$ cat src/tsp_pkg.sv
// Shared types and constants for the tone sequence player.
// Used by tsp_ctrl, tsp_datapath and tone_sequence_player_unit; no dependencies.
package tsp_pkg;

  typedef enum logic [1:0] {
    OP_TICK = 2'd0,
    OP_LOAD = 2'd1,
    OP_PLAY = 2'd2,
    OP_STOP = 2'd3
  } opcode_e;

  typedef enum logic [1:0] {
    ST_IDLE    = 2'd0,
    ST_FETCH   = 2'd1,
    ST_DIVIDE  = 2'd2,
    ST_RESPOND = 2'd3
  } state_e;

  localparam int unsigned FREQ_W = 15;
  localparam int unsigned DUR_W  = 15;
  localparam int unsigned POS_W  = 9;
  localparam int unsigned DIVS_W = 16;

  // Timer input clock and the lowest frequency that keeps the divisor in 16 bits
  localparam logic [20:0]       PIT_CLOCK = 21'd1193180;
  localparam logic [FREQ_W-1:0] MIN_FREQ  = 15'd19;
  localparam int unsigned       DIV_STEPS = 21;
  localparam int unsigned       DCNT_W    = 5;
  localparam logic [DCNT_W-1:0] DCNT_LAST = 5'(DIV_STEPS - 1);

  typedef struct packed {
    logic exec;      // apply the accepted item
    logic fetch;     // table entry read data is valid, start next note
    logic div_step;  // one quotient bit
  } tsp_cmd_t;

  typedef struct packed {
    logic advance;   // accepted tick moves to the next table entry
    logic rest;      // fetched entry is a rest
    logic div_last;  // final quotient bit this cycle
  } tsp_status_t;

endpackage

$ cat src/tsp_ctrl.sv
// Sequencing state machine of the tone sequence player.
// Depends on tsp_pkg; drives tsp_datapath through tsp_cmd_t.
module tsp_ctrl (
  input  logic                 clk_i,
  input  logic                 rst_ni,
  input  logic                 in_valid_i,
  output logic                 in_stall_o,
  output logic                 out_valid_o,
  input  logic                 out_stall_i,
  input  tsp_pkg::tsp_status_t status_i,
  output tsp_pkg::tsp_cmd_t    cmd_o
);

  tsp_pkg::state_e state_q, state_d;

  always_ff @(posedge clk_i or negedge rst_ni) begin
    if (!rst_ni) begin
      state_q <= tsp_pkg::ST_IDLE;
    end else begin
      state_q <= state_d;
    end
  end

  always_comb begin
    state_d     = state_q;
    cmd_o       = '0;
    in_stall_o  = 1'b1;
    out_valid_o = 1'b0;
    case (state_q)
      tsp_pkg::ST_IDLE: begin
        in_stall_o = 1'b0;
        if (in_valid_i) begin
          cmd_o.exec = 1'b1;
          state_d    = status_i.advance ? tsp_pkg::ST_FETCH : tsp_pkg::ST_RESPOND;
        end
      end
      tsp_pkg::ST_FETCH: begin
        cmd_o.fetch = 1'b1;
        state_d     = status_i.rest ? tsp_pkg::ST_RESPOND : tsp_pkg::ST_DIVIDE;
      end
      tsp_pkg::ST_DIVIDE: begin
        cmd_o.div_step = 1'b1;
        if (status_i.div_last) begin
          state_d = tsp_pkg::ST_RESPOND;
        end
      end
      tsp_pkg::ST_RESPOND: begin
        out_valid_o = 1'b1;
        if (!out_stall_i) begin
          state_d = tsp_pkg::ST_IDLE;
        end
      end
      default: begin
        state_d = tsp_pkg::ST_IDLE;
      end
    endcase
  end

endmodule

$ cat config.mk
export PLATFORM = sky130hd
export DESIGN_NAME = tsp_ctrl
export DESIGN_NICKNAME = d
export VERILOG_FILES = /design/src/tsp_pkg.sv /design/src/tsp_ctrl.sv
export SDC_FILE = /design/constraint.sdc
export NUM_CORES = 1
export LEC_CHECK = 0
export ABC_AREA = 0
export BUFFER_PORTS_ARGS = -buffer_cell sky130_fd_sc_hd__buf_2
export CORE_AREA = 2 2 39 41
export CTS_BUF_LIST = sky130_fd_sc_hd__clkbuf_4
export DETAILED_ROUTE_END_ITERATION = 6
export DIE_AREA = 0 0 41 43
export GPL_TIMING_DRIVEN = 1
export PLACE_DENSITY = 0.36
export SLEW_MARGIN = 15
export SYNTH_ARGS = -nofsm -noshare
export SYNTH_HDL_FRONTEND = slang
export SYNTH_SLANG_ARGS = --single-unit
$ cat constraint.sdc
create_clock -name clk_i -period 1.75 [get_ports clk_i]
set_clock_uncertainty 0.2 [all_clocks]
set_input_delay 0.525 -clock clk_i [delete_from_list [all_inputs] [get_ports clk_i]]
set_output_delay 0.525 -clock clk_i [all_outputs]
set_load 0.02 [all_outputs]
==> metrics.md <==
| Metric | Value |
|---|---|
| Outcome | complete, but fails checks |
| Failing checks | negative setup slack |
| Max FFs per register | 2 |
| Initial DRC Count | 0 |
| Hold slack final | 408 ps |
| Die Area | 0.00176 mm² |
| DRT Pass-1 Iters | 1 |
| Critical path startpoint category | flip-flop |
| I/O Pins | 12 |
| Cell area after layout | 413 µm² |
| CTS tree | yes |
| Critical path class | flip-flop to output pin |
| Core footprint | 0.00138 mm² |
| Vert. Die Dim | 43 µm |
| Clock Latency Late Sink | 220 ps |
| Max Cap Viol | 0 |
| Fin cells | 59 |
| Yosys reg bits | 2 |
| Util after Layout | 0.298 |
| Crit-path max FO | 3 |
| Distinct cells, synth | 13 |
| Synthesized Nets | 34 |
| Nature of the critical path endpoint | output pin |
| Power per cell area | 1930 mW/mm² |
| Area growth syn-to-layout | 98.8% |
| Placed Area | 305 µm² |
| CTS Buffer Depth | 2 |
| WL/cell | 8.05 µm |
| Synth warnings | 0 |
| Sequential fraction of the synthesis area | 0.241 |
| Row Count | 14 |
| Drt total wl | 475 µm |
| RSZ-0062 raised after global routing | true |
| Area contributors post-synth | ha_1 (30%), dfrtp_1 (24%), inv_1 (7.2%) |
| Max Slew Vio Count | 0 |
| Global-route wire length before repair | 821 µm |
| Number of buffers created by CTS | 3 |
| Worst Tran Pin Value | 159 ps |
| Tot GR Track Use | 0.0722 |
| Layout cells sized above 1 | 0.651 |
| Biggest regs | state_q x2 |
| IO buf count | 11 |
| Setup WS post-layout | -41.8 ps |
| Fin crit share | 1.02 |
| Clk pin slew, worst setup/hold paths | 30 ps |
| H-tree Lvls | 1 |
| # nets final | 57 |
| Starting Density | 0.150 |
| # setup viols final | 4 |
| DP Worst Slack | 42.2 ps |
| Cell count after synthesis | 22 |
| Leakage | 0.203 nW |
| Max Freq | 0.558 GHz |
| Sink Count | 2 |
| Largest net degree at the start of global routing | 5 |
| Worst path required time | 1020 ps |
| Total grt overflow | 0 |
| Dpl cells | 52 |
| Worst hold path class | input port to async pin |
| WP data arrival | 1070 ps |
| Vias per cell | 3.75 |
| Final Hold Viols | 0 |
| Die width | 41 µm |
| Largest register by flop count | state_q |
| Final GP Congestion | 0.636 |
| Initial antenna violation count | 0 |
| Final worst path period need | 1790 ps |
| Area leader, netlist | ha_1 |
| Vias | 221 |
| Synth Cell Area | 208 µm² |
| Root cell of the clock tree | clkbuf_4 |
| Peak VDD IR | 0.758 mV |
| Number of nets still failing antenna checks after routing | 0 |
| DRC errors left | 0 |
| Avg Cell Area, Syn | 9.44 µm² |
| Inserted Diodes | 0 |
| Vias in the first global route | 217 |
| Rel. slew slack | 0.891 |
| Post-synth top area share | 0.301 |
[layout make-up]
type | instances | area (µm²)
Fill cell | 149 | 971
Multi-Input combinational cell | 16 | 164
Timing Repair Buffer | 18 | 141
Sequential cell | 2 | 50.0
Clock buffer | 3 | 22.5
Tap cell | 16 | 20.0
Inverter | 4 | 15.0
[cells by family (layout without fill, tap and decap cells)]
kind of cell / Yosys count / count (layout) / synth area share
and+or+nand+nor: 6 / 6 / 0.199
adders and majority gates: 5 / 5 / 0.301
AOI/OAI and AO/OA: 4 / 4 / 0.139
buffers and inverters: 4 / 25 / 0.0723
DFF: 2 / 2 / 0.241
muxes: 1 / 1 / 0.0482
[per-layer routing]
layer,part of all wire,vias to the layer above,wire [µm],GRT usage
li1,-,117,-,-
met1,0.45,97,215,0.0833
met2,0.51,7,242,0.106
met3,0.036,0,17,0.0157
met4,0,0,0,0.0600
met5,0,-,0,0
[final timing paths]
check                                  startpoint                endpoint  slack, ps  cells past startpoint
setup / recovery           state_q[0]$_DFFE_PN0P_                cmd_o[2]        -40                      4
hold / removal                             rst_ni  state_q[0]$_DFFE_PN0P_        410                      2
setup reg to reg           state_q[0]$_DFFE_PN0P_  state_q[1]$_DFFE_PN0P_        180                      7
hold reg to reg            state_q[1]$_DFFE_PN0P_  state_q[1]$_DFFE_PN0P_        580                      4
max in group asynchronous                  rst_ni  state_q[1]$_DFFE_PN0P_        850                      2
min in group clk_i                    out_stall_i  state_q[0]$_DFFE_PN0P_        450                      4
[synth_stat cells]
cell and count:
a211oi_1 1, a21oi_1 1, a22oi_1 1, and2_2 1, and3_4 1, dfrtp_1 2, ha_1 5, inv_1 4
mux2i_1 1, nand2_1 1, nand2b_1 2, nor2b_1 1, o2111ai_1 1
[metrics by stage]
| stage | TNS, ps | total power, mW |
|---|---|---|
| global route | -346 | 0.888 |
| global placement | 0 | 0.531 |
| CTS | -158 | 0.781 |
| detailed placement | 0 | 0.534 |
| floorplan | 0 | 0.388 |
| finish | -106 | 0.796 |
[what timing repair did]
item | CTS | global route
pin swaps | 1 | 1
hold buffers | 1 | 0
buffers inserted | 2 | 1
endpoints found under the setup margin | 5 | 5
resized for setup | 16 | 2
endpoints found under the hold margin | 2 | 0
[power breakdown]
part | switching (mW) | leakage (nW) | internal (mW) | total (mW)
combinational | 0.276 | 0.166 | 0.332 | 0.609
clock | 0.0241 | 0.0138 | 0.0755 | 0.0996
sequential | 0.0147 | 0.0232 | 0.0735 | 0.0882
[cell usage in the layout, fill, tap and decap left out]
master         count
dfrtp_1            2
mux2i_1            1
buf_4              6
nor2b_1            1
a211oi_1           1
inv_2              2
dlygate4sd3_1      1
o2111ai_1          1
ha_4               1
buf_2              6
nand2b_1           2
inv_1              2
clkbuf_4           3
and3_4             1
ha_1               1
nand2_1            1
ha_2               3
buf_6              5
a22oi_1            1
and2_4             1
a21oi_1            1
[critical path: stages (launching register included)]
cell	delay [ps]
dfrtp_1	370
inv_2	100
ha_4	140
and2_4	130
buf_6	100
Note: power is estimated with default switching activity, not from simulation.
